[config.mk]
export PLATFORM = sky130hd
export DESIGN_NAME = permutation_unrank
export DESIGN_NICKNAME = d
export VERILOG_FILES = /design/src/pu_pkg.sv /design/src/pu_front.sv /design/src/pu_back.sv /design/src/pu_result_fifo.sv /design/src/permutation_unrank.sv
export SDC_FILE = /design/constraint.sdc
export NUM_CORES = 1
export LEC_CHECK = 0
export BUFFER_PORTS_ARGS = -buffer_cell sky130_fd_sc_hd__buf_2
export CAP_MARGIN = 5
export CORE_MARGIN = 3
export CORE_UTILIZATION = 40
export DETAILED_ROUTE_END_ITERATION = 10
export PLACE_DENSITY_LB_ADDON = 0.05
export SLEW_MARGIN = 10
export SYNTH_ARGS = -nofsm -noshare
export SYNTH_HDL_FRONTEND = slang
export SYNTH_SLANG_ARGS = --single-unit
[constraint.sdc]
create_clock -name clk -period 13.36 [get_ports clk]
set_clock_uncertainty 0.05 [all_clocks]
set_input_delay 2.004 -clock clk [delete_from_list [all_inputs] [get_ports clk]]
set_output_delay 2.004 -clock clk [all_outputs]
set_load 0.05 [all_outputs]
[src/pu_pkg.sv]
package pu_pkg;

	// sizing of the unranker
	localparam int MAX_ITEMS  = 8;
	localparam int VALUE_BITS = 4;
	localparam int INDEX_BITS = 16;

	// configuration register widths and codes
	localparam int NUM_W     = 4;
	localparam int TABLE_W   = 32;
	localparam int LIMIT_W   = 16;
	localparam int CFG_W     = 32;
	localparam int CFG_IDX_W = 2;

	localparam logic [CFG_IDX_W-1:0] REG_NUM_VALUES  = 2'd0;
	localparam logic [CFG_IDX_W-1:0] REG_VALUE_TABLE = 2'd1;
	localparam logic [CFG_IDX_W-1:0] REG_INDEX_LIMIT = 2'd2;

	localparam logic [NUM_W-1:0]   RST_NUM_VALUES  = 4'd8;
	localparam logic [TABLE_W-1:0] RST_VALUE_TABLE = 32'h7654_3210;
	localparam logic [LIMIT_W-1:0] RST_INDEX_LIMIT = 16'd40320;

	// result field widths
	localparam int POS_W       = 3;
	localparam int OUT_VALUE_W = 4;

	// derived sizes
	localparam int RADIX_W = $clog2(MAX_ITEMS + 1);
	localparam int SLOT_W  = $clog2(MAX_ITEMS);
	localparam int SHIFT   = INDEX_BITS + RADIX_W;
	localparam int RECIP_W = SHIFT + 1;
	localparam int CMP_W   = (INDEX_BITS > LIMIT_W) ? INDEX_BITS : LIMIT_W;

	typedef struct packed {
		logic [INDEX_BITS-1:0] rank;
		logic                  oor;
	} item_t;

	typedef struct packed {
		logic [POS_W-1:0]       position;
		logic [OUT_VALUE_W-1:0] value;
		logic                   last;
		logic                   oor;
	} result_t;

	typedef struct packed {
		logic [NUM_W-1:0]   num_values;
		logic [TABLE_W-1:0] value_table;
	} cfg_t;

endpackage

[src/pu_front.sv]
module pu_front (
	input  logic                          clk,
	input  logic                          arst_n,
	input  logic                          push,
	output logic                          full,
	input  logic [pu_pkg::INDEX_BITS-1:0] perm_index,
	input  logic [pu_pkg::LIMIT_W-1:0]    index_limit,
	output pu_pkg::item_t                 item,
	output logic                          item_valid,
	input  logic                          item_take
);
	import pu_pkg::*;

	item_t      slot_q [2];
	logic       wr_ptr_q;
	logic       rd_ptr_q;
	logic [1:0] count_q;
	item_t      incoming;
	logic       do_push;
	logic       do_pop;

	// range check on the way in
	always_comb begin
		incoming.rank = perm_index;
		incoming.oor  = CMP_W'(perm_index) >= CMP_W'(index_limit);
	end

	assign full       = count_q == 2'd2;
	assign item_valid = count_q != 2'd0;
	assign item       = slot_q[rd_ptr_q];
	assign do_push    = push && !full;
	assign do_pop     = item_take && item_valid;

	always_ff @(posedge clk or negedge arst_n) begin
		if (!arst_n) begin
			wr_ptr_q <= 1'b0;
			rd_ptr_q <= 1'b0;
			count_q  <= 2'd0;
		end else begin
			if (do_push) begin
				wr_ptr_q <= !wr_ptr_q;
			end
			if (do_pop) begin
				rd_ptr_q <= !rd_ptr_q;
			end
			count_q <= count_q + 2'(do_push) - 2'(do_pop);
		end
	end

	always_ff @(posedge clk) begin
		if (do_push) begin
			slot_q[wr_ptr_q] <= incoming;
		end
	end

endmodule

[src/pu_back.sv]
module pu_back (
	input  logic            clk,
	input  logic            arst_n,
	input  pu_pkg::cfg_t    cfg,
	input  pu_pkg::item_t   item,
	input  logic            item_valid,
	output logic            item_take,
	output pu_pkg::result_t res,
	output logic            res_push,
	input  logic            res_full
);
	import pu_pkg::*;

	// digit sequencer
	logic                  active_q;
	logic [INDEX_BITS-1:0] rank_q;
	logic [RADIX_W-1:0]    radix_q;
	logic [SLOT_W-1:0]     pos_q;

	logic                  advance;
	logic                  have_work;
	logic                  start;
	logic [INDEX_BITS-1:0] dividend;
	logic [RADIX_W-1:0]    radix;
	logic [SLOT_W-1:0]     pos;
	logic                  oor;
	logic                  last_step;
	logic [RADIX_W-1:0]    n_eff;

	logic [RECIP_W-1:0]            recip_tab [MAX_ITEMS+1];
	logic [INDEX_BITS+RECIP_W-1:0] prod;
	logic [INDEX_BITS-1:0]         quot;

	// divide stage
	logic                  v_s1;
	logic [INDEX_BITS-1:0] dividend_s1;
	logic [INDEX_BITS-1:0] quot_s1;
	logic [RADIX_W-1:0]    radix_s1;
	logic [SLOT_W-1:0]     pos_s1;
	logic                  last_s1;
	logic                  oor_s1;
	logic                  first_s1;

	// working list, kept reversed so the tail element sits in slot 0
	logic [VALUE_BITS-1:0] work_q    [MAX_ITEMS];
	logic [VALUE_BITS-1:0] load      [MAX_ITEMS];
	logic [VALUE_BITS-1:0] cur       [MAX_ITEMS];
	logic [VALUE_BITS-1:0] work_next [MAX_ITEMS];

	logic [INDEX_BITS-1:0] rem_full;
	logic [RADIX_W-1:0]    rem;
	logic [RADIX_W-1:0]    top;
	logic [SLOT_W-1:0]     addr;
	logic [VALUE_BITS-1:0] emitted;
	logic                  fire2;

	// reciprocals ceil(2^SHIFT / d), exact quotient for any rank
	assign recip_tab[0] = '0;
	for (genvar gd = 1; gd <= MAX_ITEMS; gd++) begin : g_recip
		localparam logic [63:0] RECIP = ((64'd1 << SHIFT) + 64'(gd) - 64'd1) / 64'(gd);
		assign recip_tab[gd] = RECIP_W'(RECIP);
	end

	always_comb begin
		if (cfg.num_values == '0) begin
			n_eff = RADIX_W'(1);
		end else if (8'(cfg.num_values) > 8'(MAX_ITEMS)) begin
			n_eff = RADIX_W'(MAX_ITEMS);
		end else begin
			n_eff = RADIX_W'(cfg.num_values);
		end
	end

	assign advance   = !v_s1 || !res_full;
	assign have_work = active_q || item_valid;
	assign start     = !active_q;
	assign item_take = advance && start && item_valid;

	always_comb begin
		if (start) begin
			dividend = item.rank;
			radix    = n_eff;
			pos      = '0;
			oor      = item.oor;
		end else begin
			dividend = rank_q;
			radix    = radix_q;
			pos      = pos_q;
			oor      = 1'b0;
		end
		last_step = oor || (radix == RADIX_W'(1));
		prod      = dividend * recip_tab[radix];
		quot      = INDEX_BITS'(prod >> SHIFT);
	end

	always_ff @(posedge clk or negedge arst_n) begin
		if (!arst_n) begin
			active_q <= 1'b0;
			v_s1     <= 1'b0;
		end else if (advance) begin
			v_s1     <= have_work;
			active_q <= have_work && !last_step;
		end
	end

	always_ff @(posedge clk) begin
		if (advance && have_work) begin
			rank_q      <= quot;
			radix_q     <= radix - RADIX_W'(1);
			pos_q       <= pos + SLOT_W'(1);
			dividend_s1 <= dividend;
			quot_s1     <= quot;
			radix_s1    <= radix;
			pos_s1      <= pos;
			last_s1     <= last_step;
			oor_s1      <= oor;
			first_s1    <= start;
		end
	end

	// list stage: pick the digit's element, move the tail into its slot
	always_comb begin
		for (int j = 0; j < MAX_ITEMS; j++) begin
			load[j] = VALUE_BITS'(cfg.value_table >>
				(32'(n_eff - RADIX_W'(1) - RADIX_W'(j)) * VALUE_BITS));
			cur[j]  = first_s1 ? load[j] : work_q[j];
		end
		rem_full = dividend_s1 - INDEX_BITS'(quot_s1 * INDEX_BITS'(radix_s1));
		rem      = RADIX_W'(rem_full);
		top      = radix_s1 - RADIX_W'(1);
		addr     = SLOT_W'(top - rem);
		emitted  = cur[addr];
		for (int j = 0; j < MAX_ITEMS; j++) begin
			if (j < MAX_ITEMS - 1) begin
				work_next[j] = (SLOT_W'(j + 1) == addr) ? cur[0] : cur[j+1];
			end else begin
				work_next[j] = cur[j];
			end
		end
	end

	assign fire2    = v_s1 && !res_full;
	assign res_push = fire2;

	always_comb begin
		res.position = POS_W'(pos_s1);
		res.value    = oor_s1 ? '0 : OUT_VALUE_W'(emitted);
		res.last     = last_s1;
		res.oor      = oor_s1;
	end

	always_ff @(posedge clk) begin
		if (fire2) begin
			work_q <= work_next;
		end
	end

endmodule

[src/pu_result_fifo.sv]
module pu_result_fifo (
	input  logic            clk,
	input  logic            arst_n,
	input  pu_pkg::result_t wr_data,
	input  logic            wr_en,
	output logic            full,
	output pu_pkg::result_t rd_data,
	output logic            empty,
	input  logic            pop
);
	import pu_pkg::*;

	result_t    slot_q [2];
	logic       wr_ptr_q;
	logic       rd_ptr_q;
	logic [1:0] count_q;
	logic       do_push;
	logic       do_pop;

	assign full    = count_q == 2'd2;
	assign empty   = count_q == 2'd0;
	assign rd_data = slot_q[rd_ptr_q];
	assign do_push = wr_en && !full;
	assign do_pop  = pop && !empty;

	always_ff @(posedge clk or negedge arst_n) begin
		if (!arst_n) begin
			wr_ptr_q <= 1'b0;
			rd_ptr_q <= 1'b0;
			count_q  <= 2'd0;
		end else begin
			if (do_push) begin
				wr_ptr_q <= !wr_ptr_q;
			end
			if (do_pop) begin
				rd_ptr_q <= !rd_ptr_q;
			end
			count_q <= count_q + 2'(do_push) - 2'(do_pop);
		end
	end

	always_ff @(posedge clk) begin
		if (do_push) begin
			slot_q[wr_ptr_q] <= wr_data;
		end
	end

endmodule

[src/permutation_unrank.sv]
// channel   direction  handshake              payload
// index     in         push / full            perm_index
// result    out        pop / empty            position, value, last, out_of_range
// config    in         cfg_we (no wait)       cfg_index, cfg_data
//
// one rank gives n result beats (n = num_values clamped to 1..MAX_ITEMS), one per
// cycle while results are drained; an out-of-range rank gives one beat
// first beat passes the input queue, the divide stage and the result queue before
// empty goes low; the digit loop (one reciprocal multiply per digit) sets the pace
// arst_n clears all queues and the sequencer and loads the register reset values
// a full result queue (no pop) stalls the list stage and the digit loop; two ranks queue up front
module permutation_unrank (
	input  logic                          clk,
	input  logic                          arst_n,
	// index beats
	input  logic                          push,
	output logic                          full,
	input  logic [pu_pkg::INDEX_BITS-1:0] perm_index,
	// result beats
	output logic                          empty,
	input  logic                          pop,
	output logic [pu_pkg::POS_W-1:0]      position,
	output logic [pu_pkg::OUT_VALUE_W-1:0] value,
	output logic                          last,
	output logic                          out_of_range,
	// register writes
	input  logic                          cfg_we,
	input  logic [pu_pkg::CFG_IDX_W-1:0]  cfg_index,
	input  logic [pu_pkg::CFG_W-1:0]      cfg_data
);
	import pu_pkg::*;

	// configuration registers
	logic [NUM_W-1:0]   num_values_q;
	logic [TABLE_W-1:0] value_table_q;
	logic [LIMIT_W-1:0] index_limit_q;
	cfg_t               cfg;

	// front to back
	item_t item;
	logic  item_valid;
	logic  item_take;

	// back to result queue
	result_t res;
	logic    res_push;
	logic    res_full;
	result_t head;

	// writes to unknown indices fall through the default arm
	always_ff @(posedge clk or negedge arst_n) begin
		if (!arst_n) begin
			num_values_q  <= RST_NUM_VALUES;
			value_table_q <= RST_VALUE_TABLE;
			index_limit_q <= RST_INDEX_LIMIT;
		end else if (cfg_we) begin
			case (cfg_index)
				REG_NUM_VALUES: begin
					num_values_q <= NUM_W'(cfg_data);
				end
				REG_VALUE_TABLE: begin
					value_table_q <= TABLE_W'(cfg_data);
				end
				REG_INDEX_LIMIT: begin
					index_limit_q <= LIMIT_W'(cfg_data);
				end
				default: begin
				end
			endcase
		end
	end

	always_comb begin
		cfg.num_values  = num_values_q;
		cfg.value_table = value_table_q;
	end

	// input queue with the range check
	pu_front u_front (
		.clk         (clk),
		.arst_n      (arst_n),
		.push        (push),
		.full        (full),
		.perm_index  (perm_index),
		.index_limit (index_limit_q),
		.item        (item),
		.item_valid  (item_valid),
		.item_take   (item_take)
	);

	// digit loop and working list
	pu_back u_back (
		.clk        (clk),
		.arst_n     (arst_n),
		.cfg        (cfg),
		.item       (item),
		.item_valid (item_valid),
		.item_take  (item_take),
		.res        (res),
		.res_push   (res_push),
		.res_full   (res_full)
	);

	// result beats wait here for pop
	pu_result_fifo u_result_fifo (
		.clk     (clk),
		.arst_n  (arst_n),
		.wr_data (res),
		.wr_en   (res_push),
		.full    (res_full),
		.rd_data (head),
		.empty   (empty),
		.pop     (pop)
	);

	assign position     = head.position;
	assign value        = head.value;
	assign last         = head.last;
	assign out_of_range = head.oor;

endmodule
==> results of run 1 <==
through the flow:
stage	hold slack, ns	setup WS [ns]	utilization [%]
after CTS	0.410	3.21	44.4
after global routing	0.424	2.58	44.4
after global placement	0.383	3.44	43.1
final	0.405	3.26	44.4
after detailed placement	0.394	3.21	43.1
after floorplan	0.371	5.37	-
worst paths after layout:
check,startpoint,to,slack (ns),cells after the start
hold / removal,u_back.last_s1,u_result_fifo.slot_q[0][1],0.41,0
hold reg to reg,u_back.last_s1,u_result_fifo.slot_q[0][1],0.41,0
min in group asynchronous,arst_n,u_result_fifo.count_q[1],1.68,2
setup reg to reg,num_values_q[2],u_back.rank_q[15],3.26,26
setup / recovery,num_values_q[2],u_back.rank_q[15],3.26,26
max in group asynchronous,arst_n,num_values_q[1],10.98,2
kinds of logic after synthesis:
logic type | share of synthesized area, %
xor gates and xnor gates | 1.89
and+or+nand+nor | 9.22
other | 0.0188
AOI/OAI and AO/OA | 6.64
muxes | 10.8
buffers and inverters | 8.75
DFF | 25.8
adders and majority gates | 36.9
layer usage:
layer	part of all wire (%)	wire, µm	vias up
met2	46	25700	404
met3	5.9	3310	51
met4	1.8	1030	2
met1	47	26200	6876
li1	-	-	6269
met5	0.069	39	-
layout make-up:
| type | instances | area, µm² | area share [%] |
|---|---|---|---|
| Inverter | 401 | 1510 | 6.92 |
| Timing Repair Buffer | 88 | 498 | 2.29 |
| Tap cell | 664 | 831 | 3.82 |
| Sequential cell | 181 | 5150 | 23.7 |
| Multi-Input combinational cell | 1278 | 13200 | 60.5 |
| Clock buffer | 18 | 429 | 1.97 |
| Clock inverter | 14 | 184 | 0.845 |
critical path: stages (launching register included):
cell and delay, ns:
dfrtp_1 0.44, nor2_2 0.08, o21bai_4 0.60, inv_1 0.59
a21boi_0 0.62, ha_1 0.30, nor2b_1 0.97, nand2_1 0.41
fa_1 0.61, inv_1 0.05, fa_1 0.47, fa_1 0.51
fa_1 0.51, fa_1 0.54, inv_1 0.06, fa_1 0.53
inv_1 0.04, ha_1 0.22, or2_2 0.29, o22a_1 0.22
and3_1 0.19, a211o_1 0.39, a31oi_1 0.44, o31ai_2 0.14
a41o_1 0.29, a21oi_1 0.19, xnor2_1 0.09
registers in the layout (all words and copies together), names as in the netlist, 4 cells and up:
signal	flops
index_limit_q	16
num_values_q	4
u_back.radix_q	4
u_back.rank_q	16
u_back.work_q	32
u_front.slot_q	34
u_result_fifo.slot_q	18
value_table_q	32
cells in the final DEF, fill, tap and decap left out, types with 11 or more instances in the layout:
cell type	instances
o21ai_1	11
o2bb2ai_1	20
and3_1	12
edfxtp_1	119
buf_4	23
dfstp_2	19
nor2_1	131
nand2b_1	11
mux4_1	12
inv_1	397
nand2_1	190
dfrtp_1	42
a21oi_1	31
mux2_2	86
o21ai_0	31
a21o_1	22
fa_1	261
ha_1	170
o21a_1	20
xnor2_1	32
conb_1	29
clkbuf_16	17
mux4_2	14
mux2i_1	55
nor3_1	15
buf_2	65
==> impl_metrics.tcl, run 1 <==
set metrics [dict create \
    status "completed" \
    port_buffers 65 \
    use_met2_pct 34.7 \
    async_flop_share_pct 34.3 \
    fillerInstances 4791 \
    clk_path_buf_depth 2 \
    vias 13602 \
    max_slew_margin_pct 17.8 \
    cts_resized 0 \
    hpwl_mm 47.2 \
    fin_area_um2 21800 \
    row_count 81 \
    yosysSeqAreaShare_pct 25.8 \
    critPathRequiredTime_ns 13.53 \
    cp-end-kind "flip-flop" \
    rsz0062_at_grt "false" \
    grt_pass1_vias 14320 \
    cts-root-buf "clkbuf_16" \
    hold_buffers 0 \
    die_w_um 229 \
    antenna_found_initial 0 \
    fp.dieH_um 229 \
    cts.sinks 181 \
    synth_common_cells "inv_1, fa_1, nand2_1" \
    grt_use_total_pct 22.1 \
    fin_tns_setup_ns 0 \
    yosysWarnings 0 \
    grt_use_met1_pct 32.1 \
    netlist.area_leader.share_pct 26.2 \
    yosys-top-cells-area "fa_1, edfxtp_1, ha_1" \
    antenna_left 0 \
    boundaryPins 66 \
    drt_iter0_markers 885 \
    cp_max_fo 24 \
    final-setup-viol-count 0 \
    layout-drive-gt1-share_pct 13.1 \
    coreArea_um2 49100 \
    grt_pass1_wl_mm 86.9 \
    avgRoutedWirePerCell_um 21.3 \
    grt_overflow 0 \
    place_area_um2 21100 \
    antenna_cells 0 \
    dieArea_um2 52600 \
    dr.pass1.iters 6 \
    htreeDepth 4 \
    path_class "reg -> reg" \
    synth_most_common_cell "inv_1" \
    period_minus_slack_ns 10.10 \
    ys_ff_latch 181 \
    max_cap_violations 0 \
    syn_area_um2 19900 \
    grt_use_met3_pct 4.15 \
    fmax_mhz 99.1 \
    yosysTopAreaCell "fa_1" \
    hp-class "reg -> reg" \
    finalCritPeriodShare_pct 75.6 \
    arrival_ns 10.26 \
    area_growth_pct 9.10 \
    clkSlewWorstSetupHoldPaths_ns 0.09 \
    layout.nets 2453 \
    grt_max_degree 63 \
    post-cts-setup-buffers 0 \
    place_congestion 0.908 \
    synth_edf_count 119 \
    setup.worst_path.start_class "flip-flop" \
    cts_tree "done" \
    start_util_pct 40.7 \
    busiest_layer "met2" \
    vias_per_cell 5.14 \
    hold_viol_final 0 \
    synth_cells 1882 \
    synth.avg_cell_area_um2 10.6 \
    slew_violations 0 \
    drc 0 \
    worstMarginPinSlew_ns 1.23 \
    post-place-cells 2612 \
    cts_buffers 17 \
    route.final.wire_length_mm 56.2 \
    synth_cell_types 77 \
    worstSkewPairLatency_ns 0.46 \
    synth_flop_cell "edfxtp_1" \
    final_cells 2644 \
]
Power of run 1 is left out: the tool's default activity adds up to more than one toggle a clock period on the data nets, which glitch-free logic cannot reach.
==> inputs of run 2 (changes only) <==
==> constraint.sdc (replaced) <==
create_clock -name clk -period 9.1 [get_ports clk]
set_clock_uncertainty 0.05 [all_clocks]
set_input_delay 1.365 -clock clk [delete_from_list [all_inputs] [get_ports clk]]
set_output_delay 1.365 -clock clk [all_outputs]
set_load 0.05 [all_outputs]
==> run 2 against run 1 <==
Net effect: maximum frequency increased by 18%; non-clock buffer count increased by 24; via count increased by 0.18%; first-iteration DRC count increased by 10%; die area unchanged; clock-buffer cell count decreased by 1; worst setup slack got worse by 2.7 ns; core utilization increased by 0.39 points; hold slack got worse by 0.0057 ns; critical path depth increased by 5; cell count increased by 0.95%; global-route usage increased by 0.070 points.
==> impl_metrics.tcl, run 2 (synthesis gave the netlist of run 1 again) <==
set metrics [dict create \
    dieArea_um2 52600 \
    critical_path.most_common_cell "inv_1" \
    drc 0 \
    fmax_mhz 117 \
    reg2reg_from "num_values_q[2]" \
    vias 13626 \
    coreArea_um2 49100 \
    clkSlewWorstSetupHoldPaths_ns 0.09 \
    final-setup-viol-count 0 \
    finalCritPeriodShare_pct 94.0 \
    reg2reg_depth 31 \
    boundaryPins 66 \
    critPathBufInv 7 \
    max_cap_violations 0 \
    max_slew_margin_pct 29.0 \
    grt_pass1_vias 14440 \
    avgRoutedWirePerCell_um 21.1 \
    cts-root-buf "clkbuf_16" \
    status "completed" \
    start_util_pct 40.7 \
    vias_per_cell 5.11 \
    hp-class "reg -> reg" \
    cp_top_family "adder cells" \
    fp.dieH_um 229 \
    grt_use_met3_pct 5.70 \
    hold_viol_final 0 \
    antenna_found_initial 1 \
    cp_max_fo 7 \
    die_w_um 229 \
    cts.sinks 181 \
    clk_path_buf_depth 2 \
    cpMaxStageDelayCell "fa_1" \
    grt_max_degree 63 \
    rsz0062_at_grt "false" \
    worstMarginPinSlew_ns 1.06 \
    hpwl_mm 47.6 \
    reg2reg_to "u_back.rank_q[15]" \
    largest-register "u_front.slot_q" \
    grt_overflow 0 \
    mostFrequentLayoutCell "inv_1" \
    cts_buffers 17 \
    grt_use_total_pct 22.2 \
    layout.nets 2477 \
    slew_violations 0 \
    cp-end-kind "flip-flop" \
    grt_use_met1_pct 31.8 \
    path_class "reg -> reg" \
    area_growth_pct 10.1 \
    reg2reg_slack_ns 0.55 \
    arrival_ns 8.72 \
    setup.worst_path.start_class "flip-flop" \
    fin_tns_setup_ns 0 \
    reg_top3 "u_front.slot_q (34), u_back.work_q (32), value_table_q (32)" \
    busiest_layer "met2" \
    period_minus_slack_ns 8.55 \
    worstSkewPairLatency_ns 0.46 \
    hold_buffers 0 \
    final_cell_mix "inv_1, fa_1, nand2_1" \
    place_congestion 0.903 \
    use_met2_pct 34.4 \
    port_buffers 65 \
    cp_slowest_stage_delay_ns 0.54 \
    row_count 81 \
    hold_start "u_back.pos_s1[1]" \
    cts_tree "done" \
    dr.pass1.iters 9 \
    htreeDepth 4 \
    hold_path_depth 0 \
    grt_pass1_wl_mm 87.2 \
    largest_reg_flops 34 \
    post-cts-setup-buffers 0 \
    route.final.wire_length_mm 56.3 \
    antenna_left 0 \
    hold_end "u_result_fifo.slot_q[1][7]" \
    layout-drive-gt1-share_pct 14.2 \
    drt_iter0_markers 977 \
    critPathRequiredTime_ns 9.27 \
    cts_resized 0 \
]
-- run 2: final cells by class --
type | instances | area (µm²)
Antenna cell | 1 | 2.50
Clock buffer | 17 | 425
Clock inverter | 15 | 196
Fill cell | 4834 | 27100
Inverter | 401 | 1510
Multi-Input combinational cell | 1278 | 13200
Sequential cell | 181 | 5150
Tap cell | 664 | 831
Timing Repair Buffer | 112 | 678
-- run 2: how the worst max path moves through the flow --
stage	slack (ns)	from	cells after the start	to
after global routing	0.009	num_values_q[2]	31	u_back.rank_q[15]
after floorplan	1.11	num_values_q[3]	33	u_back.rank_q[15]
after detailed placement	0.61	num_values_q[3]	30	u_back.rank_q[15]
after global placement	0.72	num_values_q[3]	30	u_back.rank_q[15]
after CTS	0.60	num_values_q[3]	30	u_back.rank_q[15]
final	0.55	num_values_q[2]	31	u_back.rank_q[15]
-- run 2: worst register-to-register path, delay by kind of cell (launching register included) --
kind,cells,cell delay (ns)
simple gates,6,1.59
fa+ha+maj,8,3.59
flops,1,0.43
buf+inv,7,0.64
xor+xnor,1,0.09
compound gates,9,1.91
-- run 2: routing by layer --
metal / part of all wire [%] / vias to the layer above
li1: - / 6324
met1: 46 / 6788
met2: 45 / 461
met3: 7.4 / 51
met4: 1.5 / 2
met5: 0.023 / -
-- run 2: per-stage QoR --
| stage | util [%] | hold slack, ns | instances | worst slack (ns) | instance area, µm² |
|---|---|---|---|---|---|
| floorplan | - | 0.371 | 1910 | 1.11 | 20000 |
| global placement | 43.5 | 0.380 | 2636 | 0.723 | 21300 |
| detailed placement | 43.5 | 0.389 | 2636 | 0.607 | 21300 |
| CTS | 44.7 | 0.406 | 2668 | 0.600 | 21900 |
| global route | 44.7 | 0.424 | 2668 | 0.00863 | 21900 |
| finish | 44.7 | 0.399 | 2669 | 0.547 | 21900 |
Power of run 2 is left out for the same reason.
